$ cat src/hw/rtl/vked_pkg.sv
// Shared types and constants for the VT100 key escape decoder.
package vked_pkg;

    localparam logic [7:0]  ESC_BYTE     = 8'd27;
    localparam logic [7:0]  CHAR_LBRACK  = 8'h5B;
    localparam logic [7:0]  CHAR_TILDE   = 8'h7E;
    localparam logic [7:0]  CHAR_CR      = 8'h0D;
    localparam logic [7:0]  CHAR_LF      = 8'h0A;
    localparam logic [7:0]  CHAR_UPPER_A = 8'h41;
    localparam logic [7:0]  CHAR_UPPER_D = 8'h44;
    localparam logic [7:0]  CHAR_ZERO    = 8'h30;
    localparam logic [7:0]  CHAR_ONE     = 8'h31;
    localparam logic [7:0]  CHAR_SIX     = 8'h36;
    localparam logic [7:0]  CHAR_NINE    = 8'h39;
    localparam logic [15:0] SPECIAL_FLAG = 16'h8000;

    typedef enum logic [2:0] {
        PH_IDLE    = 3'd0,
        PH_ESC     = 3'd1,
        PH_BRACKET = 3'd2,
        PH_DIGIT1  = 3'd3,
        PH_DIGIT2  = 3'd4
    } t_phase;

    typedef enum logic [1:0] {
        KIND_NONE    = 2'd0,
        KIND_SPECIAL = 2'd1,
        KIND_CHAR    = 2'd2
    } t_kind;

    typedef struct packed {
        t_kind       kind;
        logic [15:0] value;
    } t_cmd;

endpackage

$ cat src/hw/rtl/vt100_key_escape_decoder.sv
// Top level of the VT100 key escape decoder.
// Takes one received byte per beat and gives exactly one result beat per byte, in order:
// a key code (zero for none, bit 15 set for arrow and tilde keys, otherwise the character
// with CR turned into LF) and an optional echo byte. Bytes are accepted one per cycle while
// full is low; the front end classifies each byte in the cycle it is accepted, a two-entry
// queue carries it to the back end, and the result is loaded into the output register
// once that register is empty or being popped, and stays on the result ports until popped.
// The sustained rate is one byte per cycle as long as results
// are popped; while they are not, three bytes are held before full rises. The echo enable
// register resets to one and should be written only while no byte or result is pending.
module vt100_key_escape_decoder (
    input  logic        i_clk,
    input  logic        i_rst_n,
    input  logic        i_cfg_we,
    input  logic        i_cfg_wdata,
    input  logic        push,
    output logic        full,
    input  logic [7:0]  i_rx_byte,
    input  logic        pop,
    output logic        empty,
    output logic [15:0] o_key_code,
    output logic        o_echo_valid,
    output logic [7:0]  o_echo_byte
);

    vked_pkg::t_cmd w_front_cmd;
    vked_pkg::t_cmd w_queue_cmd;
    logic           w_accept;
    logic           w_queue_empty;
    logic           w_queue_pop;

    assign w_accept = push && !full;

    vked_front u_front (
        .i_clk     (i_clk),
        .i_rst_n   (i_rst_n),
        .i_accept  (w_accept),
        .i_rx_byte (i_rx_byte),
        .o_cmd     (w_front_cmd)
    );

    vked_fifo u_fifo (
        .i_clk   (i_clk),
        .i_rst_n (i_rst_n),
        .i_push  (w_accept),
        .i_data  (w_front_cmd),
        .o_full  (full),
        .i_pop   (w_queue_pop),
        .o_empty (w_queue_empty),
        .o_data  (w_queue_cmd)
    );

    vked_back u_back (
        .i_clk        (i_clk),
        .i_rst_n      (i_rst_n),
        .i_cfg_we     (i_cfg_we),
        .i_cfg_wdata  (i_cfg_wdata),
        .i_cmd_empty  (w_queue_empty),
        .i_cmd        (w_queue_cmd),
        .o_cmd_pop    (w_queue_pop),
        .i_pop        (pop),
        .o_empty      (empty),
        .o_key_code   (o_key_code),
        .o_echo_valid (o_echo_valid),
        .o_echo_byte  (o_echo_byte)
    );

endmodule

$ cat src/hw/rtl/vked_front.sv
// Front end: tracks the escape sequence state and classifies each received byte.
module vked_front (
    input  logic          i_clk,
    input  logic          i_rst_n,
    input  logic          i_accept,
    input  logic [7:0]    i_rx_byte,
    output vked_pkg::t_cmd o_cmd
);

    vked_pkg::t_phase r_phase, n_phase;
    logic [7:0]       r_key, n_key;
    logic [7:0]       w_char;
    logic [7:0]       w_digit;

    assign w_digit = i_rx_byte - vked_pkg::CHAR_ZERO;
    assign w_char  = (i_rx_byte == vked_pkg::CHAR_CR) ? vked_pkg::CHAR_LF : i_rx_byte;

    always_ff @(posedge i_clk) begin
        if (!i_rst_n) begin
            r_phase <= vked_pkg::PH_IDLE;
            r_key   <= 8'd0;
        end else if (i_accept) begin
            r_phase <= n_phase;
            r_key   <= n_key;
        end
    end

    always_comb begin
        n_phase     = vked_pkg::PH_IDLE;
        n_key       = r_key;
        o_cmd.kind  = vked_pkg::KIND_NONE;
        o_cmd.value = 16'd0;
        if (i_rx_byte == 8'd0) begin
            n_phase = r_phase;
        end else if (i_rx_byte == vked_pkg::ESC_BYTE) begin
            n_phase = vked_pkg::PH_ESC;
        end else if (r_phase == vked_pkg::PH_ESC && i_rx_byte == vked_pkg::CHAR_LBRACK) begin
            n_phase = vked_pkg::PH_BRACKET;
        end else if (r_phase == vked_pkg::PH_BRACKET && i_rx_byte >= vked_pkg::CHAR_UPPER_A
                     && i_rx_byte <= vked_pkg::CHAR_UPPER_D) begin
            o_cmd.kind  = vked_pkg::KIND_SPECIAL;
            o_cmd.value = vked_pkg::SPECIAL_FLAG
                          | {8'd0, i_rx_byte - vked_pkg::CHAR_UPPER_A + 8'd1};
        end else if (r_phase == vked_pkg::PH_BRACKET && i_rx_byte >= vked_pkg::CHAR_ONE
                     && i_rx_byte <= vked_pkg::CHAR_SIX) begin
            n_phase = vked_pkg::PH_DIGIT1;
            n_key   = w_digit;
        end else if (r_phase == vked_pkg::PH_DIGIT1) begin
            if (i_rx_byte == vked_pkg::CHAR_TILDE) begin
                o_cmd.kind  = vked_pkg::KIND_SPECIAL;
                o_cmd.value = vked_pkg::SPECIAL_FLAG | {r_key, 8'd0};
            end else if (i_rx_byte >= vked_pkg::CHAR_ZERO && i_rx_byte <= vked_pkg::CHAR_NINE) begin
                n_phase = vked_pkg::PH_DIGIT2;
                n_key   = {r_key[3:0], w_digit[3:0]};
            end
        end else if (r_phase == vked_pkg::PH_DIGIT2) begin
            if (i_rx_byte == vked_pkg::CHAR_TILDE) begin
                o_cmd.kind  = vked_pkg::KIND_SPECIAL;
                o_cmd.value = vked_pkg::SPECIAL_FLAG | {8'd0, r_key};
            end
        end else begin
            o_cmd.kind  = vked_pkg::KIND_CHAR;
            o_cmd.value = {8'd0, w_char};
        end
    end

endmodule

$ cat src/hw/rtl/vked_fifo.sv
// Two-entry command queue between the front and back ends.
module vked_fifo (
    input  logic           i_clk,
    input  logic           i_rst_n,
    input  logic           i_push,
    input  vked_pkg::t_cmd i_data,
    output logic           o_full,
    input  logic           i_pop,
    output logic           o_empty,
    output vked_pkg::t_cmd o_data
);

    vked_pkg::t_cmd r_mem [2];
    logic           r_wr_ptr;
    logic           r_rd_ptr;
    logic [1:0]     r_count;
    logic           w_push;
    logic           w_pop;

    assign o_full  = (r_count == 2'd2);
    assign o_empty = (r_count == 2'd0);
    assign o_data  = r_mem[r_rd_ptr];
    assign w_push  = i_push && !o_full;
    assign w_pop   = i_pop && !o_empty;

    always_ff @(posedge i_clk) begin
        if (w_push) begin
            r_mem[r_wr_ptr] <= i_data;
        end
    end

    always_ff @(posedge i_clk) begin
        if (!i_rst_n) begin
            r_wr_ptr <= 1'b0;
            r_rd_ptr <= 1'b0;
            r_count  <= 2'd0;
        end else begin
            if (w_push) begin
                r_wr_ptr <= ~r_wr_ptr;
            end
            if (w_pop) begin
                r_rd_ptr <= ~r_rd_ptr;
            end
            if (w_push && !w_pop) begin
                r_count <= r_count + 2'd1;
            end else if (w_pop && !w_push) begin
                r_count <= r_count - 2'd1;
            end
        end
    end

endmodule

$ cat src/hw/rtl/vked_back.sv
// Back end: turns commands into key codes and echo beats in an output register.
module vked_back (
    input  logic           i_clk,
    input  logic           i_rst_n,
    input  logic           i_cfg_we,
    input  logic           i_cfg_wdata,
    input  logic           i_cmd_empty,
    input  vked_pkg::t_cmd i_cmd,
    output logic           o_cmd_pop,
    input  logic           i_pop,
    output logic           o_empty,
    output logic [15:0]    o_key_code,
    output logic           o_echo_valid,
    output logic [7:0]     o_echo_byte
);

    logic        r_echo_enable;
    logic        r_valid;
    logic [15:0] r_key_code;
    logic        r_echo_valid;
    logic [7:0]  r_echo_byte;
    logic        w_echo;

    assign o_cmd_pop    = !i_cmd_empty && (!r_valid || i_pop);
    assign w_echo       = (i_cmd.kind == vked_pkg::KIND_CHAR) && r_echo_enable;
    assign o_empty      = !r_valid;
    assign o_key_code   = r_key_code;
    assign o_echo_valid = r_echo_valid;
    assign o_echo_byte  = r_echo_byte;

    always_ff @(posedge i_clk) begin
        if (!i_rst_n) begin
            r_echo_enable <= 1'b1;
            r_valid       <= 1'b0;
        end else begin
            if (i_cfg_we) begin
                r_echo_enable <= i_cfg_wdata;
            end
            if (o_cmd_pop) begin
                r_valid <= 1'b1;
            end else if (i_pop) begin
                r_valid <= 1'b0;
            end
        end
    end

    always_ff @(posedge i_clk) begin
        if (o_cmd_pop) begin
            r_key_code   <= i_cmd.value;
            r_echo_valid <= w_echo;
            r_echo_byte  <= w_echo ? i_cmd.value[7:0] : 8'd0;
        end
    end

endmodule

$ cat config.mk
export PLATFORM = sky130hd
export DESIGN_NAME = vt100_key_escape_decoder
export DESIGN_NICKNAME = d
export VERILOG_FILES = /design/src/hw/rtl/vked_pkg.sv /design/src/hw/rtl/vt100_key_escape_decoder.sv /design/src/hw/rtl/vked_front.sv /design/src/hw/rtl/vked_fifo.sv /design/src/hw/rtl/vked_back.sv
export SDC_FILE = /design/constraint.sdc
export NUM_CORES = 1
export LEC_CHECK = 0
export ABC_AREA = 1
export ABC_CLOCK_PERIOD_IN_PS = 3190
export BUFFER_PORTS_ARGS = -buffer_cell sky130_fd_sc_hd__buf_2
export CAP_MARGIN = 20
export CORE_ASPECT_RATIO = 0.9
export CORE_MARGIN = 2
export CORE_UTILIZATION = 40
export DETAILED_ROUTE_END_ITERATION = 10
export PLACE_DENSITY = 0.66
export SLEW_MARGIN = 20
export SYNTH_ARGS = -nofsm -noshare
export SYNTH_HDL_FRONTEND = slang
export SYNTH_SLANG_ARGS = --single-unit
export TNS_END_PERCENT = 50
$ cat constraint.sdc
create_clock -name i_clk -period 3.19 [get_ports i_clk]
set_input_delay 0.4785 -clock i_clk [delete_from_list [all_inputs] [get_ports i_clk]]
set_output_delay 0.4785 -clock i_clk [all_outputs]
set_load 0.03 [all_outputs]
## Word level (Yosys, flattened, before mapping)

Memory sizes are Yosys's and may differ from the RTL's. A register that Yosys moved wholly into a read port is not among the register bits.
Cells that the tools add are included.

- Register bits: 42
- Memory bits (writable): 36
- Input port bits: 14
- Output and inout port bits: 27
- Logic and storage cells: 95
- Memories kept: 1

Memory list:

| name | depth | width | rd ports | clocked after memory_dff | write ports | line | text |
|---|---|---|---|---|---|---|---|
| u_fifo.r_mem | 2 | 18 | 1 | 1 | 1 | vked_fifo.sv:13 | `vked_pkg::t_cmd r_mem [2];` |

- $add $sub $neg: 5
- $lt $le $gt $ge: 6
- Equality and inequality tests: 11
- Muxes and demuxes: 29
- Bitwise gates (word level): 6
- Reduce and logical (&&, ||, !) cells: 27

Operator list:

| kind | count |
|---|---|
| $mux 18 | 7 |
| $mux 8 | 5 |
| $mux 17 | 2 |
| $mux 3 | 7 |
| $eq 8x7->1 const B | 2 |
| $ge 8x6->1 const B | 2 |
| $le 8x6->1 const B | 2 |
| $logic_and 1x1->1 | 13 |
| $add 8x1->8 const B | 1 |
| $eq 8x4->1 const B | 1 |
| $eq 8x5->1 const B | 1 |
| $ge 8x7->1 const B | 1 |
| $le 8x7->1 const B | 1 |
| $logic_not 8->1 | 1 |
| $reduce_and 8->1 | 1 |
| $reduce_bool 2->1 | 4 |
| $sub 8x6->8 const B | 1 |
| $sub 8x7->8 const B | 1 |
| $eq 3x2->1 const B | 2 |
| $mux 1 | 6 |
| $not 1->1 | 6 |
| $logic_not 1->1 | 5 |
| $eq 2x2->1 const B | 2 |
| $mux 2 | 2 |
| 8 further kinds | 8 |

## Depth between registers and ports, before layout

Gate-level depths: netlist of run 1.

- Depth after elaboration: 9
- Depth in mapped cells: 13

## Hierarchy

Synthesis of run 1 repeated with hierarchy kept, for this count alone.

- Cells, all modules: 354
- Area, all modules: 3,723.6 um^2

By module, submodules not included:

| module | times used | cells an instance | area each (um^2) | sequential area each (um^2) |
|---|---|---|---|---|
| vked_fifo | 1 | 94 | 1,597.8 | 1,181.1 |
| vked_front | 1 | 203 | 1,199.9 | 220.2 |
| vked_back | 1 | 55 | 915.9 | 790.8 |
| vt100_key_escape_decoder | 1 | 2 | 10.0 | 0.0 |

## Worst setup path before layout of run 1

Ideal clock, no wire load.

- Path kind: register to register
- Start: register u_back.r_valid
- End: register u_fifo.r_count[1]
- Arrival: 2.859 ns
- Required time: 3.068 ns
- Path slack: 0.209 ns
- Cell stages (with the launch flop): 10
- Path buffers: 0
- Path through: dfxtp_1 -> inv_1 -> nor2_1 -> a21oi_1 -> inv_1 -> ha_1 -> a21oi_1 -> o21ai_0 -> o21ai_0 -> a21oi_1

- Longest elaborated chain between the ends: 7
- Elaborated cells on any way between the ends: 9

RTL lines:

| item | line | text |
|---|---|---|
| start: declaration | vked_back.sv:18 | `logic r_valid;` |
| start signal: assignment | vked_back.sv:34 | `r_valid <= 1'b0;` |
| start signal: assignment | vked_back.sv:40 | `r_valid <= 1'b1;` |
| start signal: assignment | vked_back.sv:42 | `r_valid <= 1'b0;` |
| $logic_not 1->1 * | n/a |  |
| via empty | vt100_key_escape_decoder.sv:20 | `output logic empty,` |
| $logic_or 1x1->1 * | vked_back.sv:24 | `assign o_cmd_pop = !i_cmd_empty && (!r_valid \|\| i_pop);` |
| $logic_and 1x1->1 * | vked_back.sv:24 |  |
| via u_back.o_cmd_pop | vked_back.sv:9 | `output logic o_cmd_pop,` |
| $logic_and 1x1->1 * | vked_fifo.sv:24 | `assign w_pop = i_pop && !o_empty;` |
| $logic_not 1->1 | vked_fifo.sv:44 | `if (w_push && !w_pop) begin` |
| $logic_and 1x1->1 | vked_fifo.sv:44 |  |
| $mux 2 / $reduce_bool 2->1 (equally long branches) | n/a |  |
| end signal: assignment | vked_fifo.sv:45 | `r_count <= r_count + 2'd1;` |
| end signal: assignment | vked_fifo.sv:47 | `r_count <= r_count - 2'd1;` |
| end: declaration | vked_fifo.sv:16 | `logic [1:0] r_count;` |

The timed path passes the listed nets; every way through them passes the cells marked *.
A chain may end at the register's enable or synchronous reset.

==> metrics.yaml, run 1 <==
status:
  status: "finished, final reports clean"
grt:
  antenna_found_initial: 0
  grt_pass1_wl_um: 11300
  track_usage: 0.151
  grt_pass1_vias: 2413
  grt_overflow: 0
  grt_max_degree: 30
detailed_routing:
  wl_per_cell_um: 12.4
  drt-total-wl_um: 6850
  vias_per_cell: 4.70
  drt_iter0_drc: 172
  drtPass1Iterations: 5
  antenna_left: 0
  post-route-drc-count: 0
  vias: 2599
power_and_ir_drop:
  power_frac_clock: 0.195
  p_int_mw: 1.98
  power_density_nw_per_um2: 772
  combPwrFrac: 0.336
  irDropWorstVdd_uv: 342
  swShare: 0.376
  p_leak_nw: 1.79
  seqPwrFrac: 0.469
  switchingPower_mw: 1.20
yosys:
  synth_fp_nets: 401
  synthDistinctLibCells: 28
  ys_warn_count: 0
  netlist_instances: 379
  async_reset_ff_frac: 0
  synth_edf_count: 59
  syn_area_sq_um: 3600
  synth_flop_cell: "edfxtp_1"
  ys_seq_elements: 77
  synth_area_per_cell_sq_um: 9.49
  seq_area_frac_synth: 0.593
job:
  cap_violations: 0
sta:
  setup_viol: 0
  clock_skew_ns: 0.00444
  period_needed_ns: 1.92
  tns_ns: 0
  worstMarginPinSlew_ns: 0.488
  max_freq_ghz: 0.522
  slew_violations: 0
  relSlewSlack: 0.674
  final_hold_viol_count: 0
  rsz0062_at_grt: "no"
  fin_crit_sh: 0.600
critical_path:
  path_buf_inv: 3
  cp_top_family: "simple AND/OR/NAND/NOR gates"
  path_max_fanout: 11
  crit_slowest_cell: "nor2_2"
  start_kind: "input pin"
  crit_type: "in2reg"
  path_cells: "buf_2 -> inv_1 -> ha_1 -> nand2_1 -> inv_1 -> nand2_1 -> nand2_1 -> nand2_2 -> nor2_2 -> nand2_2 -> nand3_2 -> nor2_1"
  crit_path_end_kind: "flop"
  max_stage_delay_ns: 0.35
  crit_top_cell: "nand2_1"
  cp.arrival_ns: 2.01
  worstPathRequired_ns: 3.28
clock_tree:
  clk_latency_ns: 0.34
  ctsResizeCount: 0
  clockBufferDepth: 2
  post_cts_buffers: 0
  htreeDepth: 3
  cts_tree: "yes"
  cts_made_buffers: 9
  cts-root-buf: "clkbuf_8"
  path_clk_slew_ns: 0.08
  cts.sinks: 77
  postCtsHoldBufs: 0
floorplan:
  coreArea_sq_um: 8650
  die_h_um: 94.0
  rows: 32
  die-area_sq_um: 9770
  die_w_um: 104
  initial_utilization: 0.416
  ios: 41
layout:
  fin_nets: 451
  layout-area-overhead-vs-synth_pct: 14.5
  drive_gt1_frac: 0.221
  instances_no_fill: 553
  diodes: 0
placed_design:
  dp_cells: 537
  io_buffers: 40
  gp_congestion: 0.938
  detailed_place_hpwl_um: 5090
worst_hold_path:
  min_path_type: "in2reg"
[sequential cells by signal (all words and copies together), names as in the netlist, named ones only]
name and count:
u_fifo.r_wr_ptr 1, u_fifo.r_mem 34, u_back.o_key_code 16, u_back.o_echo_valid 1
u_fifo.r_rd_ptr 1, u_back.r_valid 1, u_fifo.r_count 2, u_back.o_echo_byte 8
u_back.r_echo_enable 1, u_front.r_phase 3, u_front.r_key 8
[worst register-to-register path: cells and delay by family, from the launching register on]
kind / cells / cell delay [ns]
flops: 1 / 0.31
buf+inv: 2 / 0.24
compound gates: 5 / 0.80
fa+ha+maj: 1 / 0.35
[kinds of logic after synthesis]
kind of cell,share of synthesized area
flip-flops,0.593
AND/OR/NAND/NOR,0.247
AO/OA/AOI/OAI,0.0668
XOR/XNOR,0.00731
buffers and inverters,0.0578
adder cells (fa/ha/maj),0.0278
[metrics by stage]
step	util	power [mW]	instance area, sq um	worst slack (ns)	hold slack [ns]
after floorplan	-	2.30	3600	0.209	0.425
after global routing	0.476	3.37	4120	1.07	0.340
after CTS	0.476	3.21	4120	1.30	0.306
after detailed placement	0.457	2.60	3950	0.924	0.453
final	0.476	3.18	4120	1.27	0.320
after global placement	0.457	2.58	3950	0.998	0.436
[power groups by stage]
| stage | Sequential (mW) | Combinational [mW] | Clock (mW) |
|---|---|---|---|
| after floorplan | 1.88 | 0.424 | 0 |
| after global placement | 1.51 | 1.07 | 0 |
| after detailed placement | 1.52 | 1.08 | 0 |
| after CTS | 1.50 | 1.08 | 0.634 |
| after global routing | 1.52 | 1.18 | 0.673 |
| final | 1.49 | 1.07 | 0.620 |
[cell type report]
type | instances | area, sq um
Fill cell | 820 | 4530
Sequential cell | 77 | 2130
Multi-Input combinational cell | 249 | 1260
Timing Repair Buffer | 44 | 230
Inverter | 48 | 180
Tap cell | 119 | 149
Clock buffer | 9 | 124
Clock inverter | 7 | 41.3
[cell usage in the layout (no fill, tap or decap), types with 2 or more instances in the layout]
master and n:
buf_4 4, clkinv_2 2, inv_1 45, nand2_1 86, xor2_1 2, clkbuf_8 9, nand2_4 3, or2_2 8
edfxtp_1 59, a32oi_1 2, inv_2 3, buf_2 40, nand2_2 6, nor2_8 2, nand3_2 2, a21oi_1 14
a21oi_2 2, nor3_1 5, o21ai_2 2, nor2_1 56, nor2_2 9, clkinvlp_4 2, ha_1 8, o21ai_0 23
clkinv_1 2, dfxtp_1 18, nand3_1 15
[per-layer routing]
layer | global-route usage | share of wire | vias up
li1 | - | - | 1330
met1 | 0.195 | 0.48 | 1188
met2 | 0.245 | 0.46 | 70
met3 | 0.0361 | 0.051 | 11
met4 | 0.0608 | 0.016 | 0
met5 | 0 | 0 | -
[Yosys cell counts (all sizes together), types with 3 or more instances]
cell type | count | area (sq um)
a21oi | 16 | 83.8
nor3 | 5 | 25.0
nand3 | 17 | 95.1
nor2 | 68 | 318
inv | 48 | 180
nand2 | 95 | 394
ha | 8 | 100
o21ai | 25 | 133
buf | 3 | 20.0
or2 | 8 | 50.1
edfxtp | 59 | 1770
dfxtp | 18 | 360
[worst paths after layout]
check                    startpoint                    to  slack [ns]  cells after the start
hold reg to reg     u_fifo.r_rd_ptr       u_fifo.r_rd_ptr        0.46                      1
setup reg to reg  u_fifo.r_count[1]     u_fifo.r_count[1]        1.38                      8
setup / recovery       i_rx_byte[6]    u_fifo.r_mem[0][0]        1.27                     12
hold / removal             i_cfg_we  u_back.r_echo_enable        0.32                      2
(Power assumes the default switching activity.)
==> inputs of run 2 (changes only) <==
--- a/config.mk
+++ b/config.mk
@@ -6,7 +6,7 @@
 export NUM_CORES = 1
 export LEC_CHECK = 0
 export ABC_AREA = 1
-export ABC_CLOCK_PERIOD_IN_PS = 3190
+export ABC_CLOCK_PERIOD_IN_PS = 1940
 export BUFFER_PORTS_ARGS = -buffer_cell sky130_fd_sc_hd__buf_2
 export CAP_MARGIN = 20
 export CORE_ASPECT_RATIO = 0.9
==> constraint.sdc (replaced) <==
create_clock -name i_clk -period 1.94 [get_ports i_clk]
set_input_delay 0.291 -clock i_clk [delete_from_list [all_inputs] [get_ports i_clk]]
set_output_delay 0.291 -clock i_clk [all_outputs]
set_load 0.03 [all_outputs]
==> run 2 against run 1 <==
Critical endpoint is now u_fifo.r_mem[0][5]. Total power up 67%. Flip-flop and latch count unchanged. Design area up 1.2%. Via count down 0.50%. Final cell count up 0.72%. Global-route usage up 0.83 points. Setup slack worse by 1.0 ns. Clock power up 66%. Hold slack worse by 0.18 ns. Highest routed layer unchanged. Sequential share of layout area down 0.64 points.
==> metrics.yaml, run 2 (synthesis gave the netlist of run 1 again) <==
critical_path:
  path_cells: "buf_2 -> inv_1 -> ha_1 -> nand2_1 -> inv_1 -> nand2_1 -> nand2_1 -> nand2_2 -> nor2_2 -> nand2_2 -> nand3_2 -> nor2_1"
  path_buf_inv: 3
  max_stage_delay_ns: 0.24
  crit_slowest_cell: "nor2_2"
  crit_path_end_kind: "flop"
  crit_top_cell: "nand2_1"
  cp_top_family: "simple AND/OR/NAND/NOR gates"
  worstPathRequired_ns: 2.03
  path_max_fanout: 6
  ff2ff_path_depth: 7
  cp.arrival_ns: 1.76
  timing.critical_path.from: "i_rx_byte[6]"
  r2r_start: "u_front.r_phase[1]"
  start_kind: "input pin"
  crit_type: "in2reg"
  worst-path-stages: 12
power_and_ir_drop:
  combPwrFrac: 0.341
  switchingPower_mw: 2.00
  irDropWorstVdd_uv: 620
  swShare: 0.378
  p_int_mw: 3.30
  p_leak_nw: 1.82
  power_frac_clock: 0.195
  seqPwrFrac: 0.464
  power_density_nw_per_um2: 1270
detailed_routing:
  wl_per_cell_um: 12.7
  antenna_left: 0
  vias_per_cell: 4.64
  post-route-drc-count: 0
  drt_iter0_drc: 169
  vias: 2586
  drtPass1Iterations: 4
  drt-total-wl_um: 7090
layout:
  fillers: 856
  mostFrequentLayoutCells: "nand2_1, edfxtp_1, nor2_1"
  drive_gt1_frac: 0.235
  largest-register: "u_fifo.r_mem"
  final_common_cell: "nand2_1"
  largest_register_ffs: 34
  fin_nets: 455
  layout-area-overhead-vs-synth_pct: 15.9
  diodes: 0
  instances_no_fill: 557
sta:
  final_hold_viol_count: 0
  worstMarginPinSlew_ns: 0.470
  period_needed_ns: 1.67
  max_freq_ghz: 0.598
  setup_viol: 0
  clock_skew_ns: 0.0134
  slew_violations: 0
  setup_ws_ns: 0.268
  rsz0062_at_grt: "no"
  relSlewSlack: 0.686
  fin_crit_sh: 0.862
grt:
  grt_pass1_wl_um: 11900
  grt_max_degree: 30
  grt_pass1_vias: 2460
  antenna_found_initial: 0
  grt_overflow: 0
  track_usage: 0.159
clock_tree:
  post_cts_buffers: 0
  path_clk_slew_ns: 0.08
  ctsResizeCount: 0
  postCtsHoldBufs: 0
  cts-root-buf: "clkbuf_8"
  clockBufferDepth: 2
  clk_latency_ns: 0.34
  cts.sinks: 77
  htreeDepth: 3
  cts_made_buffers: 9
  cts_tree: "yes"
floorplan:
  die_h_um: 94.0
  coreArea_sq_um: 8650
  die-area_sq_um: 9770
  ios: 41
  rows: 32
  initial_utilization: 0.416
  die_w_um: 104
placed_design:
  dp_slack_ns: -0.0817
  io_buffers: 40
  detailed_place_hpwl_um: 5280
  dp_cells: 541
  gp_congestion: 0.906
worst_hold_path:
  min_path_type: "in2reg"
  min_path_cells: 2
  hp-start: "i_cfg_we"
job:
  cap_violations: 0
status:
  status: "finished, final reports clean"
## run 2: cell type report
type | count | area [sq um] | share of cell area
clock buffers | 10 | 128 | 0.0306
clock inverters | 6 | 38.8 | 0.00931
inverters | 48 | 180 | 0.0432
multi-input cells | 249 | 1280 | 0.307
flip-flops and latches | 77 | 2130 | 0.512
well taps | 119 | 149 | 0.0357
repair buffers | 48 | 260 | 0.0624
## run 2: stage by stage
stage	instance area, sq um	total power [mW]	util	setup TNS, ns	hold slack (ns)
2_1_floorplan	3620	3.82	-	0	0.391
3_3_place_gp	4000	4.30	0.463	-1.06	0.438
3_5_place_dp	4000	4.34	0.463	-0.751	0.457
4_1_cts	4170	5.37	0.482	0	0.118
5_1_grt	4170	5.63	0.482	0	0.145
6_report	4170	5.30	0.482	0	0.138
## run 2: path summary, 6_finish.rpt
check	end	slack, ns
setup / recovery	u_fifo.r_mem[0][5]	0.27
hold / removal	u_back.r_echo_enable	0.14
hold reg to reg	u_fifo.r_rd_ptr	0.47
setup reg to reg	u_fifo.r_mem[0][7]	0.28
## run 2: metal layers
metal | track usage | up-vias | wire length [um]
met4 | 0.0563 | 0 | 64
met5 | 0 | - | 0
met3 | 0.0492 | 7 | 407
li1 | - | 1337 | -
met1 | 0.202 | 1170 | 3360
met2 | 0.259 | 72 | 3260
## run 2: worst reg2reg max path, cell delays in order (launching register included)
cell,delay [ns]
dfxtp_1,0.34
inv_1,0.10
nand3_1,0.26
inv_1,0.25
nand3_1,0.13
o21ai_0,0.13
nand2_1,0.08
a21oi_1,0.19
## run 2: power by group through the flow
stage	Clock, mW	Sequential [mW]	Combinational (mW)
after floorplan	0	3.08	0.738
after global placement	0	2.49	1.81
after detailed placement	0	2.50	1.84
after CTS	1.07	2.47	1.84
after global routing	1.13	2.51	2.00
final	1.03	2.46	1.81
